`src/rtl/fibonacci_fast_doubling_mod_defines.svh`:
```
// Assertion macros shared by the fast doubling Fibonacci block.
`ifndef FIBONACCI_FAST_DOUBLING_MOD_DEFINES_SVH
`define FIBONACCI_FAST_DOUBLING_MOD_DEFINES_SVH

// Same-cycle implication, disabled during reset.
`define FDM_ASSERT_NOW(label, clk, rst, ante, cons) \
   label: assert property (@(posedge clk) disable iff (rst) (ante) |-> (cons)) \
      else $error("fdm check failed: same-cycle implication");

// Next-cycle implication, disabled during reset.
`define FDM_ASSERT_NEXT(label, clk, rst, ante, cons) \
   label: assert property (@(posedge clk) disable iff (rst) (ante) |=> (cons)) \
      else $error("fdm check failed: next-cycle implication");

`endif

```
`src/rtl/fdm_pkg.sv`:
```
// Package with constants and types of the fast doubling Fibonacci block.
package fdm_pkg;

   localparam int INDEX_BITS = 64;
   localparam int IDX_CNT_W  = $clog2(INDEX_BITS + 1);
   localparam int FIB_W      = 30;

   localparam logic [FIB_W-1:0] MODULUS = 30'd1000000007;
   localparam logic [31:0] MOD_X1 = 32'd1000000007;
   localparam logic [31:0] MOD_X2 = 32'd2000000014;
   localparam logic [31:0] MOD_X3 = 32'd3000000021;
   // floor(2^60 / MODULUS), Barrett reciprocal
   localparam logic [30:0] MU = 31'd1152921496;

   typedef enum logic [1:0] {
      TAG_EVEN  = 2'd0,
      TAG_SQ_LO = 2'd1,
      TAG_SQ_HI = 2'd2
   } tag_type;

   typedef struct packed {
      logic    valid;
      tag_type tag;
   } mm_ctl_type;

   typedef struct packed {
      logic load;
      logic shift;
   } chain_ctl_type;

endpackage

```
`src/rtl/fdm_bit_cell.sv`:
```
// One cell of the index chain: holds a single index bit.
module fdm_bit_cell (
   input  logic                  clock,
   input  fdm_pkg::chain_ctl_type ctl,
   input  logic                  load_bit,
   input  logic                  shift_in,
   output logic                  bit_out
);
   import fdm_pkg::*;

   logic bit_ff;
   logic bit_in;

   always_comb begin
      bit_in = bit_ff;
      if (ctl.load) begin
         bit_in = load_bit;
      end else if (ctl.shift) begin
         bit_in = shift_in;
      end
   end

   always_ff @(posedge clock) begin
      bit_ff <= bit_in;
   end

   assign bit_out = bit_ff;

endmodule

```
`src/rtl/fdm_index_chain.sv`:
```
// Row of bit cells that presents the index most significant bit first.
module fdm_index_chain (
   input  logic                           clock,
   input  fdm_pkg::chain_ctl_type          ctl,
   input  logic [fdm_pkg::INDEX_BITS-1:0] load_value,
   output logic                           msb
);
   import fdm_pkg::*;

   logic [INDEX_BITS-1:0] bits;
   logic [INDEX_BITS-1:0] shift_src;

   for (genvar g = 0; g < INDEX_BITS; g++) begin : g_cell
      if (g == 0) begin : g_first
         assign shift_src[g] = 1'b0;
      end else begin : g_rest
         assign shift_src[g] = bits[g-1];
      end
      fdm_bit_cell u_cell (
         .clock    (clock),
         .ctl      (ctl),
         .load_bit (load_value[g]),
         .shift_in (shift_src[g]),
         .bit_out  (bits[g])
      );
   end

   assign msb = bits[INDEX_BITS-1];

endmodule

```
`src/rtl/fdm_mulmod.sv`:
```
// Five-stage pipelined multiply modulo 1000000007 with Barrett reduction.
module fdm_mulmod (
   input  logic                      clock,
   input  logic                      reset,
   input  fdm_pkg::mm_ctl_type       req,
   input  logic [fdm_pkg::FIB_W-1:0] op_a,
   input  logic [fdm_pkg::FIB_W-1:0] op_b,
   output fdm_pkg::mm_ctl_type       rsp,
   output logic [fdm_pkg::FIB_W-1:0] product
);
   import fdm_pkg::*;

   mm_ctl_type ctl_ff [0:4];
   mm_ctl_type ctl_in [0:4];

   logic [59:0]      x_ff, x_in;
   logic [61:0]      m_ff, m_in;
   logic [31:0]      xlo2_ff, xlo2_in;
   logic [31:0]      xlo3_ff, xlo3_in;
   logic [31:0]      qp_ff, qp_in;
   logic [60:0]      qp_full;
   logic [31:0]      r_ff, r_in;
   logic [FIB_W-1:0] res_ff, res_in;
   logic [31:0]      r_fix;

   always_comb begin
      ctl_in[0] = req;
      for (int i = 1; i < 5; i++) begin
         ctl_in[i] = ctl_ff[i-1];
      end
   end

   always_comb begin
      x_in    = {30'd0, op_a} * {30'd0, op_b};
      m_in    = {31'd0, x_ff[59:29]} * {31'd0, MU};
      xlo2_in = x_ff[31:0];
      // estimated quotient never exceeds the true one, so the low word suffices
      qp_full = {30'd0, m_ff[61:31]} * {31'd0, MODULUS};
      qp_in   = qp_full[31:0];
      xlo3_in = xlo2_ff;
      r_in    = xlo3_ff - qp_ff;
      // remainder estimate is below four times the modulus
      if (r_ff >= MOD_X3) begin
         r_fix = r_ff - MOD_X3;
      end else if (r_ff >= MOD_X2) begin
         r_fix = r_ff - MOD_X2;
      end else if (r_ff >= MOD_X1) begin
         r_fix = r_ff - MOD_X1;
      end else begin
         r_fix = r_ff;
      end
      res_in = r_fix[FIB_W-1:0];
   end

   always_ff @(posedge clock) begin
      if (reset) begin
         for (int i = 0; i < 5; i++) begin
            ctl_ff[i] <= '{valid: 1'b0, tag: TAG_EVEN};
         end
      end else begin
         for (int i = 0; i < 5; i++) begin
            ctl_ff[i] <= ctl_in[i];
         end
      end
   end

   always_ff @(posedge clock) begin
      x_ff    <= x_in;
      m_ff    <= m_in;
      xlo2_ff <= xlo2_in;
      xlo3_ff <= xlo3_in;
      qp_ff   <= qp_in;
      r_ff    <= r_in;
      res_ff  <= res_in;
   end

   assign rsp     = ctl_ff[4];
   assign product = res_ff;

endmodule

```
`src/rtl/fibonacci_fast_doubling_mod.sv`:
```
// Top level: fast doubling Fibonacci pair modulo 1000000007.
//
// Pulse start while busy is low to hand in req_index; the block then walks the
// index bits from the most significant down, one doubling step per bit, and
// raises rsp_valid for exactly one cycle with F(n) and F(n+1) mod 1000000007 on
// rsp_fib_value and rsp_fib_next. The receiver cannot stall, so sample the
// result in that cycle. For each index bit, three modular products go through
// the five-stage multiply pipeline, followed by the two modular additions.
// busy falls with the strobe, and a new transaction may be started in that
// same cycle.
`include "fibonacci_fast_doubling_mod_defines.svh"

module fibonacci_fast_doubling_mod (
   input  logic                           clock,
   input  logic                           reset,
   input  logic                           start,
   output logic                           busy,
   input  logic [fdm_pkg::INDEX_BITS-1:0] req_index,
   output logic                           rsp_valid,
   output logic [fdm_pkg::FIB_W-1:0]      rsp_fib_value,
   output logic [fdm_pkg::FIB_W-1:0]      rsp_fib_next
);
   import fdm_pkg::*;

   typedef enum logic [5:0] {
      S_IDLE  = 6'b000001,
      S_PREP  = 6'b000010,
      S_ISSUE = 6'b000100,
      S_WAIT  = 6'b001000,
      S_ODD   = 6'b010000,
      S_SUM   = 6'b100000
   } state_type;

   state_type        state_ff, state_in;
   tag_type          tag_ff, tag_in;
   logic [IDX_CNT_W-1:0] bits_left_ff, bits_left_in;
   logic [FIB_W-1:0] fk_ff, fk_in;
   logic [FIB_W-1:0] fk1_ff, fk1_in;
   logic [FIB_W-1:0] tm_ff, tm_in;
   logic [FIB_W-1:0] even_ff, even_in;
   logic [FIB_W-1:0] sq_lo_ff, sq_lo_in;
   logic [FIB_W-1:0] sq_hi_ff, sq_hi_in;
   logic [FIB_W-1:0] odd_ff, odd_in;
   logic             rsp_valid_ff, rsp_valid_in;

   chain_ctl_type    chain_ctl;
   logic             cur_bit;
   mm_ctl_type       mm_req;
   mm_ctl_type       mm_rsp;
   logic [FIB_W-1:0] mm_a, mm_b, mm_product;
   logic [31:0]      twice_minus;
   logic [FIB_W-1:0] sum_mod;

   function automatic logic [FIB_W-1:0] add_mod(input logic [FIB_W-1:0] a,
                                                input logic [FIB_W-1:0] b);
      logic [FIB_W:0] s;
      s = {1'b0, a} + {1'b0, b};
      if (s >= {1'b0, MODULUS}) begin
         s = s - {1'b0, MODULUS};
      end
      return s[FIB_W-1:0];
   endfunction

   fdm_index_chain u_chain (
      .clock      (clock),
      .ctl        (chain_ctl),
      .load_value (req_index),
      .msb        (cur_bit)
   );

   fdm_mulmod u_mulmod (
      .clock   (clock),
      .reset   (reset),
      .req     (mm_req),
      .op_a    (mm_a),
      .op_b    (mm_b),
      .rsp     (mm_rsp),
      .product (mm_product)
   );

   assign busy = (state_ff != S_IDLE);

   always_comb begin
      // 2F(k+1) + P - F(k) lies below three times the modulus
      twice_minus = {1'b0, fk1_ff, 1'b0} + MOD_X1 - {2'b00, fk_ff};
      if (twice_minus >= MOD_X2) begin
         twice_minus = twice_minus - MOD_X2;
      end else if (twice_minus >= MOD_X1) begin
         twice_minus = twice_minus - MOD_X1;
      end
      sum_mod = add_mod(even_ff, odd_ff);
   end

   always_comb begin
      state_in     = state_ff;
      tag_in       = tag_ff;
      bits_left_in = bits_left_ff;
      fk_in        = fk_ff;
      fk1_in       = fk1_ff;
      tm_in        = tm_ff;
      even_in      = even_ff;
      sq_lo_in     = sq_lo_ff;
      sq_hi_in     = sq_hi_ff;
      odd_in       = odd_ff;
      rsp_valid_in = 1'b0;
      chain_ctl    = '{load: 1'b0, shift: 1'b0};
      mm_req       = '{valid: 1'b0, tag: tag_ff};
      mm_a         = fk1_ff;
      mm_b         = fk1_ff;

      // collect products as they leave the pipeline
      if (mm_rsp.valid) begin
         case (mm_rsp.tag)
            TAG_EVEN:  even_in  = mm_product;
            TAG_SQ_LO: sq_lo_in = mm_product;
            TAG_SQ_HI: sq_hi_in = mm_product;
            default:   ;
         endcase
      end

      case (state_ff)
         S_IDLE: begin
            if (start) begin
               chain_ctl.load = 1'b1;
               fk_in          = '0;
               fk1_in         = {{(FIB_W-1){1'b0}}, 1'b1};
               bits_left_in   = IDX_CNT_W'(INDEX_BITS);
               state_in       = S_PREP;
            end
         end
         S_PREP: begin
            tm_in    = twice_minus[FIB_W-1:0];
            tag_in   = TAG_EVEN;
            state_in = S_ISSUE;
         end
         S_ISSUE: begin
            mm_req.valid = 1'b1;
            case (tag_ff)
               TAG_EVEN: begin
                  mm_a   = fk_ff;
                  mm_b   = tm_ff;
                  tag_in = TAG_SQ_LO;
               end
               TAG_SQ_LO: begin
                  mm_a   = fk_ff;
                  mm_b   = fk_ff;
                  tag_in = TAG_SQ_HI;
               end
               default: begin
                  mm_a     = fk1_ff;
                  mm_b     = fk1_ff;
                  state_in = S_WAIT;
               end
            endcase
         end
         S_WAIT: begin
            // the pipeline keeps order, so the last square closes the step
            if (mm_rsp.valid && (mm_rsp.tag == TAG_SQ_HI)) begin
               state_in = S_ODD;
            end
         end
         S_ODD: begin
            odd_in   = add_mod(sq_lo_ff, sq_hi_ff);
            state_in = S_SUM;
         end
         S_SUM: begin
            if (cur_bit) begin
               fk_in  = odd_ff;
               fk1_in = sum_mod;
            end else begin
               fk_in  = even_ff;
               fk1_in = odd_ff;
            end
            chain_ctl.shift = 1'b1;
            bits_left_in    = bits_left_ff - 1'b1;
            if (bits_left_ff == {{(IDX_CNT_W-1){1'b0}}, 1'b1}) begin
               rsp_valid_in = 1'b1;
               state_in     = S_IDLE;
            end else begin
               state_in = S_PREP;
            end
         end
         default: state_in = S_IDLE;
      endcase
   end

   always_ff @(posedge clock) begin
      if (reset) begin
         state_ff     <= S_IDLE;
         rsp_valid_ff <= 1'b0;
      end else begin
         state_ff     <= state_in;
         rsp_valid_ff <= rsp_valid_in;
      end
   end

   always_ff @(posedge clock) begin
      tag_ff       <= tag_in;
      bits_left_ff <= bits_left_in;
      fk_ff        <= fk_in;
      fk1_ff       <= fk1_in;
      tm_ff        <= tm_in;
      even_ff      <= even_in;
      sq_lo_ff     <= sq_lo_in;
      sq_hi_ff     <= sq_hi_in;
      odd_ff       <= odd_in;
   end

   assign rsp_valid     = rsp_valid_ff;
   assign rsp_fib_value = fk_ff;
   assign rsp_fib_next  = fk1_ff;

   `FDM_ASSERT_NOW(a_rsp_reduced, clock, reset, rsp_valid, (rsp_fib_value < MODULUS) && (rsp_fib_next < MODULUS))
   `FDM_ASSERT_NEXT(a_accept_busy, clock, reset, start && !busy, busy)
   `FDM_ASSERT_NEXT(a_strobe_single, clock, reset, rsp_valid, !rsp_valid)
   `FDM_ASSERT_NOW(a_product_in_wait, clock, reset, mm_rsp.valid, state_ff == S_WAIT)

endmodule

```
`config.mk`:
```
export PLATFORM = sky130hd
export DESIGN_NAME = fibonacci_fast_doubling_mod
export DESIGN_NICKNAME = d
export VERILOG_FILES = /design/src/rtl/fdm_pkg.sv /design/src/rtl/fdm_bit_cell.sv /design/src/rtl/fdm_index_chain.sv /design/src/rtl/fdm_mulmod.sv /design/src/rtl/fibonacci_fast_doubling_mod.sv
export VERILOG_INCLUDE_DIRS = /design/src /design/src/rtl
export SDC_FILE = /design/constraint.sdc
export NUM_CORES = 2
export LEC_CHECK = 0
export BUFFER_PORTS_ARGS = -buffer_cell sky130_fd_sc_hd__clkbuf_2
export CORE_MARGIN = 3
export CORE_UTILIZATION = 44
export CTS_BUF_LIST = sky130_fd_sc_hd__clkbuf_8 sky130_fd_sc_hd__clkbuf_16
export CTS_CLUSTER_SIZE = 30
export DETAILED_ROUTE_END_ITERATION = 8
export GPL_TIMING_DRIVEN = 0
export PLACE_DENSITY = 0.62
export SLEW_MARGIN = 10
export SYNTH_ARGS = -nofsm -noshare
export SYNTH_HDL_FRONTEND = slang
export SYNTH_HIERARCHICAL = 1
export SYNTH_SLANG_ARGS = --single-unit
```
`constraint.sdc`:
```
create_clock -name clock -period 24 [get_ports clock]
set_clock_uncertainty 0.15 [all_clocks]
set_input_delay 4.8 -clock clock [delete_from_list [all_inputs] [get_ports clock]]
set_output_delay 4.8 -clock clock [all_outputs]
set_load 0.02 [all_outputs]
```
; Word level (Yosys, flattened, before mapping)
; Memory sizes are Yosys's and may differ from the RTL's.
; Index checks and enable logic that the tools add are counted.
[word_totals]
word_cells = 308
reg_bits = 567
mem_count = 1
out_inout_bits = 62
ram_bits = 15
input_bits = 67
[op_classes]
order_cmp = 7
bitwise_logic = 6
mux = 167
add_sub_neg = 13
mul = 3
eq_ne = 15
n_reduce_logical = 14
[mem_list]
columns = memory, words, width, rd, rd_ports_with_merged_regs, wr, line
row1 = u_mulmod.ctl_ff, 5, 3, 5, 0, 5, fdm_mulmod.sv:13  ; mm_ctl_type ctl_ff [0:4];
[op_table]
columns = cell, n
row1 = $mux W30, 14
row2 = $sub A30 B30 Y30 const B, 7
row3 = $pmux W30 S2, 3
row4 = $mux W1, 136
row5 = $ge A32 B30 Y1 const B, 2
row6 = $ge A32 B31 Y1 const B, 2
row7 = $add A30 B30 Y31, 2
row8 = $ge A31 B30 Y1 const B, 2
row9 = $mul A30 B30 Y60, 1
row10 = $mul A31 B28 Y59 const B, 1
row11 = $pmux W6 S6, 1
row12 = $add A31 B30 Y32 const B, 1
row13 = $ge A32 B32 Y1 const B, 1
row14 = $mul A31 B30 Y32 const B, 1
row15 = $sub A32 B30 Y32, 1
row16 = $sub A32 B32 Y32, 1
row17 = $mux W6, 3
row18 = $mux W3, 5
row19 = $pmux W7 S2, 1
row20 = $reduce_and A2 Y1, 5
row21 = $pmux W2 S2, 2
row22 = $eq A7 B1 Y1 const B, 1
row23 = $mux W7, 1
row24 = $sub A7 B1 Y7 const B, 1
row25 = 19 further kinds, 30

; Logic depth before layout (Yosys ltp)
[logic_depth]
depth_word = 5
mapped_depth = 38

; By module
; The synthesis kept the hierarchy.
[modules_own_cells]
columns = mod, instances, area_per_inst_um2, cells_each
row1 = fdm_mulmod, 1, 58482.3, 6116
row2 = fibonacci_fast_doubling_mod, 1, 17440.5, 1840
row3 = fdm_bit_cell, 64, 51.3, 3
row4 = fdm_index_chain, 1, 3.8, 1

; Worst setup path before layout
; OpenSTA, ideal clock, no wires.
[synth_path]
path_kind = input -> register
start = input start
end = register u_chain.g_cell[0].u_cell.bit_ff (data pin)
setup_time_ns = 0.165
path_buffers = 0
arrival_time_ns = 10.943
path_slack_ns = 12.743
stages = 3
cell_sequence = inv_1 nor2_1 mux2_4
[synth_rtl]
columns = element, line
row1 = "start, declared", fibonacci_fast_doubling_mod.sv:16  ; input logic start,
row2 = "end signal, assigned", fdm_bit_cell.sv:24  ; bit_ff <= bit_in;
row3 = "end, declared", fdm_bit_cell.sv:11  ; logic bit_ff;

; Worst setup path in the final report
[layout_path]
start = register state_ff[5]
end = register u_mulmod.x_ff[59]
[layout_between]
elab_chain_cells = 3
elab_cells_between_ends = 4
cone_classes = 1 x mul / 1 x eq/ne / 2 x mux
[layout_rtl]
columns = element, line
row1 = "start, declared", fibonacci_fast_doubling_mod.sv:34  ; state_type state_ff, state_in;
row2 = "start signal, assigned", fibonacci_fast_doubling_mod.sv:192  ; state_ff <= state_in;
row3 = $eq A6 B3 Y1, fibonacci_fast_doubling_mod.sv:121  ; case (state_ff)
row4 = $mux W30, fibonacci_fast_doubling_mod.sv:121
row5 = via mm_a[22], fibonacci_fast_doubling_mod.sv:50  ; logic [FIB_W-1:0] mm_a, mm_b, mm_product;
row6 = $mul A30 B30 Y60, fdm_mulmod.sv:34  ; x_in = {30'd0, op_a} * {30'd0, op_b};
row7 = via u_mulmod.x_in[59], fdm_mulmod.sv:16  ; logic [59:0] x_ff, x_in;
row8 = "end signal, assigned", fdm_mulmod.sv:68  ; x_ff <= x_in;
row9 = "end, declared", fdm_mulmod.sv:16
; The timed path passes the listed nets, and every way through them passes these cells.
; A chain may end at the register's enable or synchronous reset.

==> flow_metrics.py <==
metrics = {
    "layout": {
        "area_delta_synth_final_pct": 7.58,
        "fin_util_pct": 47.7,
        "nFillCells": 16800,
        "layout-drive-gt1-share_pct": 5.33,
        "final_area_um2": 85200,
        "nets": 10600,
    },
    "global_routing": {
        "grt_pass1_vias": 61600,
        "antenna_found_initial": 9,
        "grt.total_usage_pct": 26.1,
        "grt_pass1_wl_um": 370000,
        "grt.overflow.total": 0,
        "grt_max_degree": 70,
    },
    "synth": {
        "synth_ff_type": "edfxtp_1",
        "synth_largest_area_cell": "fa_1",
        "yosysUniqueCellTypes": 120,
        "yosysSeqAreaShare_pct": 17.6,
        "synthCells": 8149,
        "ys_warn_count": 6,
        "synthTopCellsByArea": "fa_1 (31%), ha_1 (15%), edfxtp_1 (11%)",
        "synth.top_cell.area_share_pct": 31.0,
        "async_reset_ff_share_pct": 0,
        "synth-seq-cells": 554,
        "syn_nets": 10400,
        "synth.cell_area_um2": 79200,
        "synth.avg_cell_area_um2": 9.72,
        "synth_edf_count": 283,
    },
    "cts": {
        "clock_latency_ns": 0.72,
        "ctsResizeCount": 0,
        "cts_root_buf": "clkbuf_16",
        "cts_tree": "done",
        "cts_max_level": 2,
        "clk_path_buf_depth": 3,
        "cts_sinks": 554,
        "clk_pin_slew_ns": 0.06,
        "numCtsBuffers": 60,
        "cts_setup_buffers": 0,
        "ctsHoldBuffers": 0,
    },
    "floorplan": {
        "fp-row-count": 155,
        "fp.dieW_um": 430,
        "initial_core_util_pct": 44.3,
        "core_area_um2": 179000,
        "die_h_um": 430,
        "die_area_um2": 185000,
        "ioPinCount": 129,
    },
    "detailed_routing": {
        "drc_errors": 0,
        "dr.pass1.iters": 7,
        "antenna_left": 0,
        "viasPerCell": 5.37,
        "wire_per_inst_um": 22.1,
        "vias": 57800,
        "drt_iter0_drc": 4331,
        "wl_um": 238000,
    },
    "min_path": {
        "min_path_type": "flop to flop",
    },
    "sta": {
        "slew_violations": 0,
        "setup_ws_ns": 12.06,
        "maxSlewHeadroom_pct": 9.78,
        "finalHoldViolCount": 0,
        "max_freq_mhz": 83.7,
        "fin_crit_ns": 11.94,
        "fin_tns_setup_ns": 0,
        "rsz0062_at_grt": "no",
        "tightest_slew_ns": 1.34,
        "timing.final.crit_share_pct": 49.8,
        "setup_viol": 0,
    },
    "setup_path": {
        "crit_required_ns": 24.41,
        "slowest_stage": "o21ai_0",
        "path_buf_inv": 8,
        "end_kind": "flop",
        "crit_fanout": 10,
        "critPathMaxStageDelay_ns": 0.94,
        "crit_family": "adder cells",
        "startpoint_type": "flop",
        "crit_arrival_ns": 12.36,
        "crit_top_cell": "fa_1",
        "crit_type": "flop to flop",
    },
    "job": {
        "max_cap_viol_count": 0,
    },
    "placed_design": {
        "dpl.hpwl_um": 199000,
        "place_congestion": 1.01,
        "port_buffers": 128,
        "place_area_um2": 83100,
        "post-place-ws_ns": 12.50,
    },
    "status": {
        "status": "completed",
    },
}
-- kinds of logic after synthesis --
| logic type | synth area share, % |
|---|---|
| compound gates | 8.99 |
| fa+ha+maj | 45.6 |
| flops | 17.6 |
| xor+xnor | 3.81 |
| mux | 2.12 |
| other cells | 0.00473 |
| buf+inv | 9.24 |
| simple gates | 12.7 |
-- per-layer routing --
metal	GRT usage [%]	vias to the layer above	share of wire, %
li1	-	26400	-
met1	34.5	28700	41
met2	42.1	2236	45
met3	5.97	503	9.0
met4	9.44	8	4.3
met5	0	-	0.021
-- registers in the layout (all words and copies together), names as in the netlist, 31 cells and up --
| signal | count |
|---|---|
| u_mulmod/r_ff | 32 |
| u_mulmod/qp_ff | 32 |
| u_mulmod/xlo2_ff | 32 |
| u_chain/g_cell.u_cell/bit_out | 64 |
| u_mulmod/xlo3_ff | 32 |
| u_mulmod/m_ff | 31 |
| u_mulmod/x_ff | 60 |
-- cell type report --
class                           count  area (µm²)  area share, %
Timing Repair Buffer              141         882           1.04
Antenna cell                        5        12.5         0.0147
Tap cell                         2355        2950           3.46
Inverter                         1628        6110           7.17
Buffer                            294        1210           1.42
Clock buffer                       66        1580           1.86
Sequential cell                   554       13900           16.3
Clock inverter                     48         534          0.627
Multi-Input combinational cell   5673       58000           68.1
-- worst paths after layout --
check / startpoint / endpoint / slack [ns] / cells past startpoint
hold / removal: u_mulmod/x_ff[14]$_DFF_P_ / u_mulmod/xlo2_ff[14]$_DFF_P_ / 0.16 / 0
setup reg to reg: state_ff[5]$_SDFFE_PP0P_ / u_mulmod/x_ff[59]$_DFF_P_ / 12.06 / 33
setup / recovery: state_ff[5]$_SDFFE_PP0P_ / u_mulmod/x_ff[59]$_DFF_P_ / 12.06 / 33
hold reg to reg: u_mulmod/x_ff[14]$_DFF_P_ / u_mulmod/xlo2_ff[14]$_DFF_P_ / 0.16 / 0
-- synthesized netlist by cell type (all sizes together) (21+ instances only) --
cell	count
inv	1627
fa	1227
ha	924
nand2	682
and2	560
a21oi	296
edfxtp	283
dfxtp	271
o21ai	262
nor2	258
clkbuf	246
xnor2	230
a21o	124
xor2	110
nand3	95
or2	79
mux2i	69
mux2	66
nor3	55
buf	48
nor2b	47
o21a	47
a211oi	46
a31oi	46
nand4	45
o21bai	35
o211ai	32
and3	29
nor4	25
nand2b	23
a21boi	21
-- worst reg2reg max path, delay by kind of cell (launching register included) --
family          cells  cell delay (ns)
fa+ha+maj           9             4.56
compound gates     10             3.42
buf+inv             8             1.98
simple gates        5             1.15
flops               1             0.39
xor+xnor            1             0.15
-- cells in the final DEF (no fill, tap or decap), drive strengths merged, types with 45 or more instances in the layout --
| cell | n |
|---|---|
| inv | 1651 |
| fa | 1227 |
| ha | 924 |
| nand2 | 682 |
| and2 | 560 |
| clkbuf | 440 |
| a21oi | 296 |
| edfxtp | 283 |
| dfxtp | 271 |
| o21ai | 262 |
| nor2 | 258 |
| xnor2 | 230 |
| a21o | 124 |
| xor2 | 110 |
| nand3 | 95 |
| or2 | 79 |
| mux2i | 69 |
| mux2 | 66 |
| buf | 61 |
| nor3 | 55 |
| nor2b | 47 |
| o21a | 47 |
| a31oi | 46 |
| a211oi | 46 |
| nand4 | 45 |
-- through the flow --
stage	instances	hold slack [ns]
floorplan	8149	0.160
global placement	10600	0.162
detailed placement	10600	0.162
CTS	10800	0.153
global route	10800	0.159
finish	10800	0.156
Power is left out: the tool's default activity adds up to more than one toggle a clock period on the data nets, which glitch-free logic cannot reach.
